--- config.mk ---
export PLATFORM = sky130hd
export DESIGN_NAME = tape_pulse_byte_decoder_flat
export DESIGN_NICKNAME = d
export VERILOG_FILES = /design/src/hdl/tpbd_pkg.sv /design/src/hdl/tpbd_if.sv /design/src/hdl/tpbd_pulse_asm.sv /design/src/hdl/tape_pulse_byte_decoder.sv /design/src/flat_wrapper.sv
export SDC_FILE = /design/constraint.sdc
export NUM_CORES = 1
export LEC_CHECK = 0
export ABC_AREA = 1
export BUFFER_PORTS_ARGS = -buffer_cell sky130_fd_sc_hd__buf_4
export CAP_MARGIN = 25
export CORE_MARGIN = 2
export CORE_UTILIZATION = 58
export DETAILED_ROUTE_END_ITERATION = 16
export GPL_TIMING_DRIVEN = 0
export PLACE_DENSITY = 0.8
export SLEW_MARGIN = 25
export SYNTH_ARGS = -nofsm -noshare
export SYNTH_HDL_FRONTEND = slang
export SYNTH_SLANG_ARGS = --single-unit
--- constraint.sdc ---
create_clock -name clk -period 2.6 [get_ports clk]
set_input_delay 0.13 -clock clk [delete_from_list [all_inputs] [get_ports clk]]
set_output_delay 0.13 -clock clk [all_outputs]
set_load 0.05 [all_outputs]
--- src/hdl/tpbd_pkg.sv ---
// tpbd_pkg: shared types, constants and pulse class functions for the tape pulse byte decoder
package tpbd_pkg;

  localparam int unsigned PULSE_W = 8;
  localparam int unsigned VER_W   = 2;
  localparam int unsigned BIT_IDX_W = 3;

  localparam logic [VER_W-1:0] VER_OVERFLOW = 2'd0;
  localparam logic [VER_W-1:0] VER_RESET    = 2'd1;

  localparam logic [1:0] EXT_BYTES = 2'd3;
  localparam logic [1:0] EXT_LOW   = 2'd3;
  localparam logic [1:0] EXT_MID   = 2'd2;

  localparam logic [BIT_IDX_W-1:0] LAST_BIT_IDX = 3'd7;

  localparam logic [PULSE_W-1:0] SHORT_MIN  = 8'h24;
  localparam logic [PULSE_W-1:0] SHORT_MAX  = 8'h36;
  localparam logic [PULSE_W-1:0] MEDIUM_MIN = 8'h37;
  localparam logic [PULSE_W-1:0] MEDIUM_MAX = 8'h49;
  localparam logic [PULSE_W-1:0] LONG_MIN   = 8'h4a;
  localparam logic [PULSE_W-1:0] LONG_MAX   = 8'h64;

  // low 8 bits of the 0x100 overflow pulse
  localparam logic [PULSE_W-1:0] OVERFLOW_PULSE = 8'h00;

  typedef enum logic [2:0] {
    PH_SYNC    = 3'b001,
    PH_BITS    = 3'b010,
    PH_TRAILER = 3'b100
  } phase_t;

  typedef struct packed {
    logic               valid;
    logic [PULSE_W-1:0] width;
  } pulse_t;

  function automatic logic is_short(input logic [PULSE_W-1:0] p);
    return (p >= SHORT_MIN) && (p <= SHORT_MAX);
  endfunction

  function automatic logic is_medium(input logic [PULSE_W-1:0] p);
    return (p >= MEDIUM_MIN) && (p <= MEDIUM_MAX);
  endfunction

  function automatic logic is_long(input logic [PULSE_W-1:0] p);
    return (p >= LONG_MIN) && (p <= LONG_MAX);
  endfunction

endpackage

--- src/hdl/tpbd_if.sv ---
// tpbd_if: valid/ready channel interfaces for tape bytes in and decoded bytes out
interface tpbd_in_if;
  logic       valid;
  logic       ready;
  logic [7:0] tape_byte;

  modport source (output valid, output tape_byte, input ready);
  modport sink   (input valid, input tape_byte, output ready);
endinterface

interface tpbd_out_if;
  logic       valid;
  logic       ready;
  logic [7:0] data_byte;

  modport source (output valid, output data_byte, input ready);
  modport sink   (input valid, input data_byte, output ready);
endinterface

--- src/hdl/tpbd_pulse_asm.sv ---
// tpbd_pulse_asm: builds pulse widths from raw tape bytes, including the extended zero form
module tpbd_pulse_asm (
  input  logic                        clk,
  input  logic                        rst_n,
  input  logic                        accept,
  input  logic [7:0]                  tape_byte,
  input  logic [tpbd_pkg::VER_W-1:0]  format_version,
  output tpbd_pkg::pulse_t            pulse
);
  import tpbd_pkg::*;

  logic [1:0]         ext_left_r, ext_left_nxt;
  // only bits 10:3 of the 24-bit value survive the shift and truncation
  logic [PULSE_W-1:0] ext_acc_r, ext_acc_nxt;

  always_comb begin
    ext_left_nxt = ext_left_r;
    ext_acc_nxt  = ext_acc_r;
    pulse.valid  = 1'b0;
    pulse.width  = tape_byte;
    if (accept) begin
      if (ext_left_r != 2'd0) begin
        ext_left_nxt = ext_left_r - 2'd1;
        case (ext_left_r)
          EXT_LOW: ext_acc_nxt[4:0] = tape_byte[7:3];
          EXT_MID: ext_acc_nxt[7:5] = tape_byte[2:0];
          default: begin
            pulse.valid = 1'b1;
            pulse.width = ext_acc_r;
          end
        endcase
      end else if (tape_byte == 8'h00) begin
        if (format_version == VER_OVERFLOW) begin
          pulse.valid = 1'b1;
          pulse.width = OVERFLOW_PULSE;
        end else begin
          ext_left_nxt = EXT_BYTES;
          ext_acc_nxt  = '0;
        end
      end else begin
        pulse.valid = 1'b1;
      end
    end
  end

  always_ff @(posedge clk) begin
    if (!rst_n) begin
      ext_left_r <= '0;
      ext_acc_r  <= '0;
    end else begin
      ext_left_r <= ext_left_nxt;
      ext_acc_r  <= ext_acc_nxt;
    end
  end

endmodule

--- src/hdl/tape_pulse_byte_decoder.sv ---
// tape_pulse_byte_decoder: top level, sync search, bit pair decode, trailer skip and output register
//
//  channel   dir  payload              transaction
//  in_ch     in   tape_byte[7:0]       valid & ready
//  out_ch    out  data_byte[7:0]       valid & ready
//  cfg       in   cfg_wdata[1:0]       cfg_we
//
//  one tape byte per cycle while in_ch.ready is high; all decode state updates at the accepting edge
//  a decoded byte is registered and shows on out_ch in the cycle after the byte that completes it
//  in_ch.ready drops only while a result is held and out_ch.ready is low
//  synchronous active-low reset, no clearing pass; format_version resets to 1
module tape_pulse_byte_decoder (
  input  logic                        clk,
  input  logic                        rst_n,
  tpbd_in_if.sink                     in_ch,
  tpbd_out_if.source                  out_ch,
  input  logic                        cfg_we,
  input  logic [tpbd_pkg::VER_W-1:0]  cfg_wdata
);
  import tpbd_pkg::*;

  logic [VER_W-1:0]     format_version_r;
  phase_t               phase_r, phase_nxt;
  logic                 prev_valid_r, prev_valid_nxt;
  logic [PULSE_W-1:0]   prev_pulse_r, prev_pulse_nxt;
  logic [BIT_IDX_W-1:0] bit_idx_r, bit_idx_nxt;
  logic                 last_bit_r, last_bit_nxt;
  logic [7:0]           shift_r, shift_nxt;
  logic                 trail_skip_r, trail_skip_nxt;
  logic                 out_valid_r, out_valid_nxt;
  logic [7:0]           out_data_r, out_data_nxt;

  logic                 accept;
  logic                 emit;
  logic                 bit_val;
  pulse_t               pulse;

  assign in_ch.ready     = !out_valid_r || out_ch.ready;
  assign accept          = in_ch.valid && in_ch.ready;
  assign out_ch.valid    = out_valid_r;
  assign out_ch.data_byte = out_data_r;

  tpbd_pulse_asm u_pulse_asm (
    .clk            (clk),
    .rst_n          (rst_n),
    .accept         (accept),
    .tape_byte      (in_ch.tape_byte),
    .format_version (format_version_r),
    .pulse          (pulse)
  );

  always_comb begin
    phase_nxt      = phase_r;
    prev_valid_nxt = prev_valid_r;
    prev_pulse_nxt = prev_pulse_r;
    bit_idx_nxt    = bit_idx_r;
    last_bit_nxt   = last_bit_r;
    shift_nxt      = shift_r;
    trail_skip_nxt = trail_skip_r;
    emit           = 1'b0;
    bit_val        = last_bit_r;
    if (is_short(prev_pulse_r) && (is_medium(pulse.width) || is_long(pulse.width))) begin
      bit_val = 1'b0;
    end
    if ((is_medium(prev_pulse_r) || is_long(prev_pulse_r)) && is_short(pulse.width)) begin
      bit_val = 1'b1;
    end
    if (pulse.valid) begin
      unique case (phase_r)
        PH_SYNC: begin
          if (prev_valid_r && is_long(prev_pulse_r) && is_medium(pulse.width)) begin
            phase_nxt      = PH_BITS;
            prev_valid_nxt = 1'b0;
            bit_idx_nxt    = '0;
            last_bit_nxt   = 1'b0;
            shift_nxt      = '0;
          end else begin
            prev_pulse_nxt = pulse.width;
            prev_valid_nxt = 1'b1;
          end
        end
        PH_BITS: begin
          if (!prev_valid_r) begin
            prev_pulse_nxt = pulse.width;
            prev_valid_nxt = 1'b1;
          end else begin
            prev_valid_nxt = 1'b0;
            last_bit_nxt   = bit_val;
            shift_nxt      = {bit_val, shift_r[7:1]};
            if (bit_idx_r == LAST_BIT_IDX) begin
              bit_idx_nxt    = '0;
              phase_nxt      = PH_TRAILER;
              trail_skip_nxt = 1'b1;
            end else begin
              bit_idx_nxt = bit_idx_r + 3'd1;
            end
          end
        end
        PH_TRAILER: begin
          if (trail_skip_r) begin
            trail_skip_nxt = 1'b0;
          end else begin
            phase_nxt      = PH_SYNC;
            prev_valid_nxt = 1'b0;
            emit           = 1'b1;
          end
        end
        default: begin
          phase_nxt = PH_SYNC;
        end
      endcase
    end
  end

  always_comb begin
    out_valid_nxt = out_valid_r;
    out_data_nxt  = out_data_r;
    if (emit) begin
      out_valid_nxt = 1'b1;
      out_data_nxt  = shift_r;
    end else if (out_ch.ready) begin
      out_valid_nxt = 1'b0;
    end
  end

  always_ff @(posedge clk) begin
    if (!rst_n) begin
      format_version_r <= VER_RESET;
      phase_r          <= PH_SYNC;
      prev_valid_r     <= 1'b0;
      prev_pulse_r     <= '0;
      bit_idx_r        <= '0;
      last_bit_r       <= 1'b0;
      shift_r          <= '0;
      trail_skip_r     <= 1'b0;
      out_valid_r      <= 1'b0;
    end else begin
      if (cfg_we) begin
        format_version_r <= cfg_wdata;
      end
      phase_r      <= phase_nxt;
      prev_valid_r <= prev_valid_nxt;
      prev_pulse_r <= prev_pulse_nxt;
      bit_idx_r    <= bit_idx_nxt;
      last_bit_r   <= last_bit_nxt;
      shift_r      <= shift_nxt;
      trail_skip_r <= trail_skip_nxt;
      out_valid_r  <= out_valid_nxt;
    end
  end

  always_ff @(posedge clk) begin
    out_data_r <= out_data_nxt;
  end

endmodule
--- src/flat_wrapper.sv ---
// flat-port wrapper written by rule: the top's interface ports become plain ports
module tape_pulse_byte_decoder_flat import tpbd_pkg::*;
  (clk, rst_n, cfg_we, cfg_wdata, in_ch_valid, in_ch_tape_byte, in_ch_ready, out_ch_valid, out_ch_data_byte, out_ch_ready);
  tpbd_in_if in_ch_i ();
  tpbd_out_if out_ch_i ();
  input  logic clk;
  input  logic rst_n;
  input  logic cfg_we;
  input  logic [tpbd_pkg::VER_W-1:0] cfg_wdata;
  input wire logic [$bits(in_ch_i.valid)-1:0] in_ch_valid;
  input wire logic [$bits(in_ch_i.tape_byte)-1:0] in_ch_tape_byte;
  output wire logic [$bits(in_ch_i.ready)-1:0] in_ch_ready;
  output wire logic [$bits(out_ch_i.valid)-1:0] out_ch_valid;
  output wire logic [$bits(out_ch_i.data_byte)-1:0] out_ch_data_byte;
  input wire logic [$bits(out_ch_i.ready)-1:0] out_ch_ready;
  assign in_ch_i.valid = in_ch_valid;
  assign in_ch_i.tape_byte = in_ch_tape_byte;
  assign in_ch_ready = in_ch_i.ready;
  assign out_ch_valid = out_ch_i.valid;
  assign out_ch_data_byte = out_ch_i.data_byte;
  assign out_ch_i.ready = out_ch_ready;
  tape_pulse_byte_decoder u_core (.clk(clk), .rst_n(rst_n), .in_ch(in_ch_i), .out_ch(out_ch_i), .cfg_we(cfg_we), .cfg_wdata(cfg_wdata));
endmodule
==> results.cfg, run 1 <==
[sta]
setup_ws_ns = 0.178
worst_slew_pin_slew_ns = 0.523
hold_viol = 0
post-route-period-util_pct = 93.1
fin_skew_ns = 0.00406
fmax_mhz = 413
max-slew-margin-rel_pct = 64.8
setup_viol = 0
finalMaxSlewViolations = 0
fin_tns_setup_ns = 0
period_minus_slack_ns = 2.42

[floorplan]
core-area_sq_mm = 0.00394
std_cell_rows = 23
io_pins = 25
fp.dieH_um = 67.4
start_util_pct = 59.1
dieWidth_um = 67.4
die_area_sq_mm = 0.00454

[critical_path]
ff2ff_path_depth = 16
cp_max_fo = 6
cp-end-kind = register
worstSetupPathType = reg2reg
worstPathArrival_ns = 2.62
startpoint_type = register
regToRegSetupSlack_ns = 0.18
crit_required_ns = 2.80

[route]
first_iter_violations = 138
postRouteAntennaNets = 0
drc = 0
firstDrtPassIters = 5
wl_per_cell_um = 11.8
drt_wl_total_mm = 4.79
viasPerCell = 5.25
route.vias.total = 2138

[grt]
grt_overflow = 0
antenna_found_initial = 0
grt_pass1_vias = 1789
grt_pass1_wl_mm = 7.82
grt_max_degree = 18
track_usage_pct = 22.8

[pwr]
pwr-share-comb_pct = 34.9
p_sw_uw = 827
power.internal_uw = 1240
power_frac_seq_pct = 42.2
p_sw_share_pct = 40.0
p_clk_share_pct = 22.9
leakagePower_uw = 0.00116
p_per_area_mw_per_mm2 = 771
ir_worst_vdd_v = 0.000502

[synthesis]
ys_warn_count = 0
synth_top_area_share_pct = 31.8
synthCells = 325
synth.area.top_cells = dfxtp_1, nand2_1, edfxtp_1, a21oi_1, inv_1
ys_types = 31
seq_area_frac_synth_pct = 42.1
yosys.area.top_type = dfxtp_1
postSynthAreaPerCell_sq_um = 7.17
ys_seq_elements = 45
netlist_area_sq_mm = 0.00233
syn-num-nets = 345

[placement]
hpwl_mm = 3.71
finalWeightedCongestion = 0.922
port-buffer-count = 24
dpl_worst_slack_ns = 0.144

[cts]
cts_made_buffers = 5
clkTransAtPathRegs_ns = 0.09
cts_setup_buffers = 0
clockRootBuffer = clkbuf_8
h-tree-depth = 2
ctsHoldBuffers = 0
insertion_delay_ns = 0.31
cts_buffer_depth = 2
cts_tree = built
clkSinkCount = 45

[run]
maxCapViolCount = 0

[cells_and_area]
antenna_cells = 0
nets = 376
mostFrequentLayoutCells = nand2_1, dfxtp_1, a21oi_1
syn_to_final_growth_pct = 15.3
layout-drive-gt1-share_pct = 17.4
layout_commonest_cell = nand2_1

[worst_hold_path]
hold_class = in2reg
holdPathStages = 3

[status]
status = complete, no violations
[Yosys cell counts, drive strengths merged]
library cell and n:
nor3 6, a31o 1, edfxtp 8, a32oi 1, nor4 1, nor2 36, o21ai 23, inv 37
nand4 4, a22oi 2, ha 5, a21boi 1, a21oi 36, a31oi 1, nand3b 1, nand3 13
clkbuf 3, o31ai 1, dfxtp 37, nand2 106, buf 2
[metrics by stage]
| stage | utilization (%) | hold slack, ns | cell area [sq um] | std cells | total power, uW |
|---|---|---|---|---|---|
| floorplan | - | 0.252 | 2330 | 325 | 1430 |
| global placement | 65.2 | 0.341 | 2570 | 399 | 1580 |
| detailed placement | 65.2 | 0.348 | 2570 | 399 | 1590 |
| CTS | 67.7 | 0.0232 | 2670 | 407 | 2070 |
| global route | 68.1 | 0.0471 | 2690 | 407 | 2220 |
| finish | 68.1 | 0.0303 | 2690 | 407 | 2070 |
[area by class of cell]
type | count | area [sq um]
inverters | 37 | 139
repair buffers | 24 | 180
well taps | 50 | 62.6
flip-flops and latches | 45 | 981
clock inverters | 3 | 28.8
fillers | 317 | 1260
plain buffers | 5 | 33.8
clock buffers | 5 | 68.8
multi-input cells | 238 | 1190
[registers in the layout, summed over array words and instances (netlist names)]
name	count
u_core.out_ch.valid	1
u_core.trail_skip_r	1
u_core.shift_r	8
u_core.u_pulse_asm.ext_acc_r	8
u_core.bit_idx_r	3
u_core.out_ch.data_byte	8
u_core.prev_valid_r	1
u_core.phase_r	3
u_core.u_pulse_asm.ext_left_r	2
u_core.prev_pulse_r	8
u_core.format_version_r	2
[repair_timing]
item | 4_1_cts | 5_1_grt
hold endpoints to repair | 0 | 0
gates resized for setup | 0 | 5
endpoints found under the setup margin | 0 | 19
[per-layer routing]
metal / vias up / global-route usage [%] / routed length, um
li1: 1113 / - / -
met1: 985 / 30.4 / 2310
met2: 36 / 36.6 / 2250
met3: 4 / 5.00 / 184
met4: 0 / 7.65 / 44
met5: - / 0 / 0
[critical path, stage by stage, from the launching register on]
cell	delay (ns)
dfxtp_1	0.36
inv_1	0.09
ha_2	0.23
nor2_1	0.10
nand2_1	0.09
nor2_4	0.15
nand2_1	0.08
nand2_2	0.13
inv_2	0.05
nand2_1	0.10
nor2_1	0.08
a21oi_2	0.18
nand3_2	0.11
nand2_4	0.11
nand3b_1	0.19
a21oi_1	0.17
o21ai_0	0.08
[kinds of logic (layout without fill, tap and decap cells)]
group | after synthesis | count (layout) | synth area share [%]
buf+inv | 42 | 74 | 7.41
flops | 45 | 45 | 42.1
compound gates | 66 | 66 | 16.1
fa+ha+maj | 5 | 5 | 2.69
simple gates | 167 | 167 | 31.7
[power by group through the flow]
stage               sequential (uW)  clock [uW]  combinational, uW
floorplan                       881           0                554
global placement                885           0                690
detailed placement              887           0                707
CTS                             873         488                708
global route                    884         518                815
finish                          874         474                723
[worst paths after layout]
| check | start | to |
|---|---|---|
| max | u_core.u_pulse_asm.ext_left_r[0]$_SDFFE_PN0P_ | u_core.phase_r[0]$_SDFFE_PN1P_ |
| min | cfg_wdata[0] | u_core.format_version_r[0]$_SDFFE_PN1P_ |
| max reg2reg | u_core.u_pulse_asm.ext_left_r[0]$_SDFFE_PN0P_ | u_core.phase_r[0]$_SDFFE_PN1P_ |
| min reg2reg | u_core.shift_r[0]$_SDFFE_PN0P_ | u_core.out_ch.data_byte[0]$_DFFE_PP_ |
Note: power is estimated with default switching activity, not from simulation.
==> run 2, diff against run 1 <==
--- a/config.mk
+++ b/config.mk
@@ -8,8 +8,10 @@
 export ABC_AREA = 1
 export BUFFER_PORTS_ARGS = -buffer_cell sky130_fd_sc_hd__buf_4
 export CAP_MARGIN = 25
+export CELL_PAD_IN_SITES_DETAIL_PLACEMENT = 1
+export CELL_PAD_IN_SITES_GLOBAL_PLACEMENT = 2
 export CORE_MARGIN = 2
-export CORE_UTILIZATION = 58
+export CORE_UTILIZATION = 33
 export DETAILED_ROUTE_END_ITERATION = 16
 export GPL_TIMING_DRIVEN = 0
 export PLACE_DENSITY = 0.8
==> constraint.sdc (replaced) <==
create_clock -name clk -period 2.3 [get_ports clk]
set_input_delay 0.115 -clock clk [delete_from_list [all_inputs] [get_ports clk]]
set_output_delay 0.115 -clock clk [all_outputs]
set_load 0.05 [all_outputs]
==> run 2 against run 1 <==
The run now ends with negative setup slack left. Wire length rose by 31%. Sequential cell count is the same. Final cell count increased by 16%. Non-clock buffer count grew 21. Critical path depth shrank 1. First-iteration DRC count fell by 46%. Die area is 71% higher. Setup slack lost 0.21 ns. Sequential power rose by 13%. Critical path type unchanged. Critical endpoint unchanged. Largest cell class unchanged.
==> results.cfg, run 2 (same netlist as run 1, synthesis figures left out) <==
[cells_and_area]
mostFrequentLayoutCells = nand2_1, buf_4, a21oi_1, dfxtp_1, nor2_1
fillers = 890
layout-drive-gt1-share_pct = 31.2
stdcell_count = 474
syn_to_final_growth_pct = 32.6
antenna_cells = 0
layout_commonest_cell = nand2_1
seq_area_sq_um = 990
multi_input_area_sq_mm = 0.00135
nets = 397

[status]
violations = negative setup slack
status = complete, but fails checks

[floorplan]
start_util_pct = 34.1
core-area_sq_mm = 0.00683
io_pins = 25
die_area_sq_mm = 0.00775
fp.dieH_um = 88.0
dieWidth_um = 88.0
std_cell_rows = 30

[sta]
setup_viol = 3
post-route-period-util_pct = 101
fmax_mhz = 429
finalMaxSlewViolations = 0
worst_slew_pin_slew_ns = 0.657
hold_viol = 0
setup_ws_ns = -0.0317
rsz0062_at_grt = yes
fin_skew_ns = 0.0107
max-slew-margin-rel_pct = 55.7
period_minus_slack_ns = 2.33
fin_tns_setup_ns = -0.0564

[route]
postRouteAntennaNets = 0
wl_per_cell_um = 13.3
drc = 0
viasPerCell = 4.67
route.vias.total = 2213
first_iter_violations = 75
firstDrtPassIters = 4
drt_wl_total_mm = 6.29

[worst_hold_path]
hold_end = u_core.format_version_r[0]$_SDFFE_PN1P_
hold_class = in2reg
holdPathStages = 3
hold_path.startpoint = cfg_wdata[0]

[cts]
h-tree-depth = 2
cts_buffer_depth = 2
clockRootBuffer = clkbuf_8
cts_made_buffers = 5
clkTransAtPathRegs_ns = 0.10
insertion_delay_ns = 0.31
cts_tree = built
ctsHoldBuffers = 0
clkSinkCount = 45

[grt]
grt_pass1_vias = 2281
grt_max_degree = 18
grt_pass1_wl_mm = 10.5
grt_overflow = 0
antenna_found_initial = 0
track_usage_pct = 17.3

[placement]
finalWeightedCongestion = 0.799
hpwl_mm = 4.69
place_inst = 445
port-buffer-count = 24

[critical_path]
reg2reg_to = u_core.phase_r[0]$_SDFFE_PN1P_
cp-end-kind = register
startpoint_type = register
crit_required_ns = 2.50
worstPathArrival_ns = 2.53
cp_max_fo = 5
ff2ff_path_depth = 15
regToRegSetupSlack_ns = -0.03
worstSetupPathType = reg2reg
r2r-start = u_core.u_pulse_asm.ext_left_r[0]$_SDFFE_PN0P_

[pwr]
p_per_area_mw_per_mm2 = 833
ir_worst_vdd_v = 0.000288
leakagePower_uw = 0.00129

[run]
maxCapViolCount = 0
## run 2: changes by cell type in the layout (fill, tap and decap cells not counted), moves of 3 or more
cell     change
nand2_2      +8
nor2_4       +3
ha_4         +3
inv_4        +3
nand2_1     -16
inv_1        -7
o21ai_0      -3
buf_4       +20
dfxtp_1      -3
nand2_4      +8
nor2_1       -5
## run 2: layout make-up
cell class                      instances  share of cell area, %
Timing Repair Buffer                   45                   11.1
Buffer                                  5                   1.09
Clock inverter                          3                  0.932
Inverter                               37                   5.02
Multi-Input combinational cell        238                   43.7
Clock buffer                            5                   2.23
Tap cell                               96                   3.89
Sequential cell                        45                   32.0
## run 2: what timing repair did
item                       in CTS  in global routing
resized for setup              41                 25
cloned                          1                  0
pin swaps                      18                 18
buffers inserted               12                  8
setup endpoints to repair      23                 30
## run 2: worst max-delay path, cell delays in order, from the launching register on
cell and delay (ns):
dfxtp_4 0.40, inv_6 0.05, ha_4 0.17, nor2_4 0.11, nand2_2 0.08, nor2_4 0.17, buf_6 0.16, nand2_2 0.05
o21ai_2 0.07, nand3_2 0.12, a21oi_4 0.20, nand3_2 0.11, nand2_4 0.09, nand3b_1 0.19, a21oi_1 0.17, o21ai_1 0.07
## run 2: metrics by stage
stage,setup WS (ns),hold WS (ns),instance area (sq um),power (uW),util (%)
after floorplan,0.0903,0.237,2330,1620,-
after global placement,-0.212,0.329,2630,1830,38.5
after detailed placement,-0.250,0.337,2630,1840,38.5
after CTS,0.00113,0.0229,2950,2480,43.2
after global routing,-0.160,0.0385,3090,2760,45.2
final,-0.0317,0.0234,3090,2570,45.2
## run 2: where the power goes
group / switching (uW) / internal (uW) / total [uW] / leakage, uW
Clock: 319 / 230 / 549 / 0.0000511
Combinational: 636 / 402 / 1040 / 0.000869
Sequential: 84.2 / 904 / 988 / 0.000374
## run 2: per-layer routing
metal  routed length, um  global-route usage (%)  share of wire, %
met2                3050                    28.9                48
met3                 112                    2.45               1.8
met1                3070                    23.6                49
met4                  54                    3.99              0.86
met5                   0                       0                 0
## run 2: worst max-delay path by stage
stage                                           endpoint                                           from  slack (ns)
after global routing      u_core.phase_r[0]$_SDFFE_PN1P_  u_core.u_pulse_asm.ext_left_r[0]$_SDFFE_PN0P_       -0.16
after CTS                 u_core.phase_r[0]$_SDFFE_PN1P_  u_core.u_pulse_asm.ext_left_r[1]$_SDFFE_PN0P_       0.001
after floorplan           u_core.phase_r[0]$_SDFFE_PN1P_               u_core.out_ch.valid$_SDFFE_PN0P_        0.09
final                     u_core.phase_r[0]$_SDFFE_PN1P_  u_core.u_pulse_asm.ext_left_r[0]$_SDFFE_PN0P_       -0.03
after detailed placement  u_core.phase_r[1]$_SDFFE_PN0P_  u_core.u_pulse_asm.ext_left_r[0]$_SDFFE_PN0P_       -0.25
after global placement    u_core.phase_r[1]$_SDFFE_PN0P_  u_core.u_pulse_asm.ext_left_r[0]$_SDFFE_PN0P_       -0.21
==> run 3, diff against run 2 <==
--- a/config.mk
+++ b/config.mk
@@ -6,15 +6,15 @@
 export NUM_CORES = 1
 export LEC_CHECK = 0
 export ABC_AREA = 1
-export BUFFER_PORTS_ARGS = -buffer_cell sky130_fd_sc_hd__buf_4
 export CAP_MARGIN = 25
 export CELL_PAD_IN_SITES_DETAIL_PLACEMENT = 1
 export CELL_PAD_IN_SITES_GLOBAL_PLACEMENT = 2
 export CORE_MARGIN = 2
-export CORE_UTILIZATION = 33
+export CORE_UTILIZATION = 35
 export DETAILED_ROUTE_END_ITERATION = 16
+export DONT_BUFFER_PORTS = 1
 export GPL_TIMING_DRIVEN = 0
-export PLACE_DENSITY = 0.8
+export PLACE_DENSITY = 0.78
 export SLEW_MARGIN = 25
 export SYNTH_ARGS = -nofsm -noshare
 export SYNTH_HDL_FRONTEND = slang
==> run 3 against run 2 <==
Clock power rose by 1%. Sequential cell count did not move. First-iteration DRC count rose by 15%. Via count rose by 1.4%. Non-clock buffer count fell by 9. Global-route usage rose by 1.9 points. The flow still finishes with violations (negative setup slack). Combinational power rose by 18%. Highest routed layer unchanged. Fmax rose by 0.41%. Largest power group unchanged.
==> results.cfg, run 3 (same netlist as run 1, synthesis figures left out) <==
[status]
status = complete, but fails checks
violations = negative setup slack

[floorplan]
core-area_sq_mm = 0.00639
io_pins = 25
fp.dieH_um = 85.6
dieWidth_um = 85.6
std_cell_rows = 29
start_util_pct = 36.5
die_area_sq_mm = 0.00732

[sta]
timing.hold.ws_ns = 0.0710
post-route-period-util_pct = 101
rsz0062_at_grt = yes
max-slew-margin-rel_pct = 59.7
setup_ws_ns = -0.0220
period_minus_slack_ns = 2.32
finalMaxSlewViolations = 0
setup_viol = 3
fin_skew_ns = 0.00944
fmax_mhz = 431
hold_viol = 0
worst_slew_pin_slew_ns = 0.598

[route]
firstDrtPassIters = 4
postRouteAntennaNets = 0
first_iter_violations = 86
viasPerCell = 5.02
route.vias.total = 2245
drt_wl_total_mm = 6.72
wl_per_cell_um = 15.0
drc = 0

[grt]
grt_pass1_vias = 2338
grt_max_degree = 18
track_usage_pct = 19.2
grt_overflow = 0
grt_pass1_wl_mm = 11.1
antenna_found_initial = 0

[cts]
h-tree-depth = 2
insertion_delay_ns = 0.32
cts_made_buffers = 5
clkTransAtPathRegs_ns = 0.10
cts_buffer_depth = 2
cts_tree = built
clockRootBuffer = clkbuf_8
clkSinkCount = 45

[cells_and_area]
fillers = 781
layout-drive-gt1-share_pct = 28.1
layout_commonest_cell = nand2_1
utilization_pct = 48.9
antenna_cells = 0
nets = 389
multi_input_area_sq_mm = 0.00141
syn_to_final_growth_pct = 34.2
mostFrequentLayoutCells = nand2_1, dfxtp_1, a21oi_1
seq_area_sq_um = 990

[placement]
dpl_worst_slack_ns = -0.254
finalWeightedCongestion = 0.813
port-buffer-count = 0
hpwl_mm = 4.59

[worst_hold_path]
hold_path.startpoint = out_ch_ready
hold_class = in2reg
hold_end = u_core.out_ch.valid$_SDFFE_PN0P_
holdPathStages = 3

[critical_path]
reg2reg_to = u_core.phase_r[1]$_SDFFE_PN0P_
critPathMostFrequentCell = nand2_4
cp_max_fo = 8
worstSetupPathType = reg2reg
startpoint_type = register
worstPathArrival_ns = 2.54
r2r-start = u_core.u_pulse_asm.ext_left_r[1]$_SDFFE_PN0P_
cp_num_buf_inv = 2
crit_required_ns = 2.52
crit_slowest_cell = dfxtp_4
max_stage_delay_ns = 0.38
ff2ff_path_depth = 15
crit_family = simple AND/OR/NAND/NOR gates
worstPathCellList = inv_1 > ha_4 > buf_12 > nor2_4 > nand2_4 > o21ai_2 > nand2_1 > nand2_4 > nand2_2 > nand2_2 > nand3_2 > nand2_4 > nand3b_1 > o21ai_1 > nor2_1
regToRegSetupSlack_ns = -0.02
cp-end-kind = register

[run]
maxCapViolCount = 0

[pwr]
leakagePower_uw = 0.00128
finalPower_uw = 2800
p_per_area_mw_per_mm2 = 894
ir_worst_vdd_v = 0.000389
run 3: worst reg2reg max path: cells and delay by family (launching register included):
family                     cells  cell delay [ns]
DFF                            1             0.38
and+or+nand+nor               10             1.03
AOI/OAI and AO/OA              2             0.42
adders and majority gates      1             0.18
buffers and inverters          2             0.19
run 3: how the worst max path moves through the flow:
| stage | cells past startpoint | from | to | slack [ns] |
|---|---|---|---|---|
| 6_report | 15 | u_core.u_pulse_asm.ext_left_r[1]$_SDFFE_PN0P_ | u_core.phase_r[1]$_SDFFE_PN0P_ | -0.02 |
| 5_1_grt | 17 | u_core.u_pulse_asm.ext_left_r[0]$_SDFFE_PN0P_ | u_core.prev_pulse_r[7]$_SDFFE_PN0P_ | -0.20 |
| 4_1_cts | 17 | u_core.u_pulse_asm.ext_left_r[0]$_SDFFE_PN0P_ | u_core.phase_r[0]$_SDFFE_PN1P_ | 0.0004 |
| 3_5_place_dp | 13 | u_core.out_ch.valid$_SDFFE_PN0P_ | u_core.phase_r[1]$_SDFFE_PN0P_ | -0.25 |
| 3_3_place_gp | 14 | u_core.out_ch.valid$_SDFFE_PN0P_ | u_core.phase_r[1]$_SDFFE_PN0P_ | -0.23 |
| 2_1_floorplan | 12 | u_core.out_ch.valid$_SDFFE_PN0P_ | u_core.phase_r[0]$_SDFFE_PN1P_ | 0.09 |
run 3: area by class of cell:
cell class / count / area share [%]
clock buffers: 5 / 2.20
well taps: 77 / 3.08
repair buffers: 36 / 10.8
multi-input cells: 239 / 45.2
plain buffers: 5 / 1.20
flip-flops and latches: 45 / 31.7
inverters: 37 / 4.92
clock inverters: 3 / 0.921
run 3: per-layer routing:
metal / wire length, um / GRT usage [%]
met4: 111 / 6.93
met5: 0 / 0
met1: 3200 / 26.0
met2: 3240 / 30.7
met3: 169 / 3.37
run 3: repair_timing:
item | CTS | global route
resized for setup | 35 | 52
buffers inserted | 12 | 10
cloned | 2 | 1
hold endpoints to repair | 16 | 0
hold buffers | 12 | 0
pin swaps | 18 | 23
setup endpoints to repair | 23 | 30
run 3: stage by stage:
step	TNS (ns)	area [sq um]	cells
after CTS	0	2880	436
after global routing	-2.95	3130	447
after detailed placement	-4.21	2430	402
final	-0.0583	3130	447
after global placement	-3.79	2430	402
after floorplan	0	2330	325
run 3: power by group:
part           internal, uW  total (uW)  switching (uW)
logic                   508        1230             722
registers               904        1010             106
clock network           230         555             325
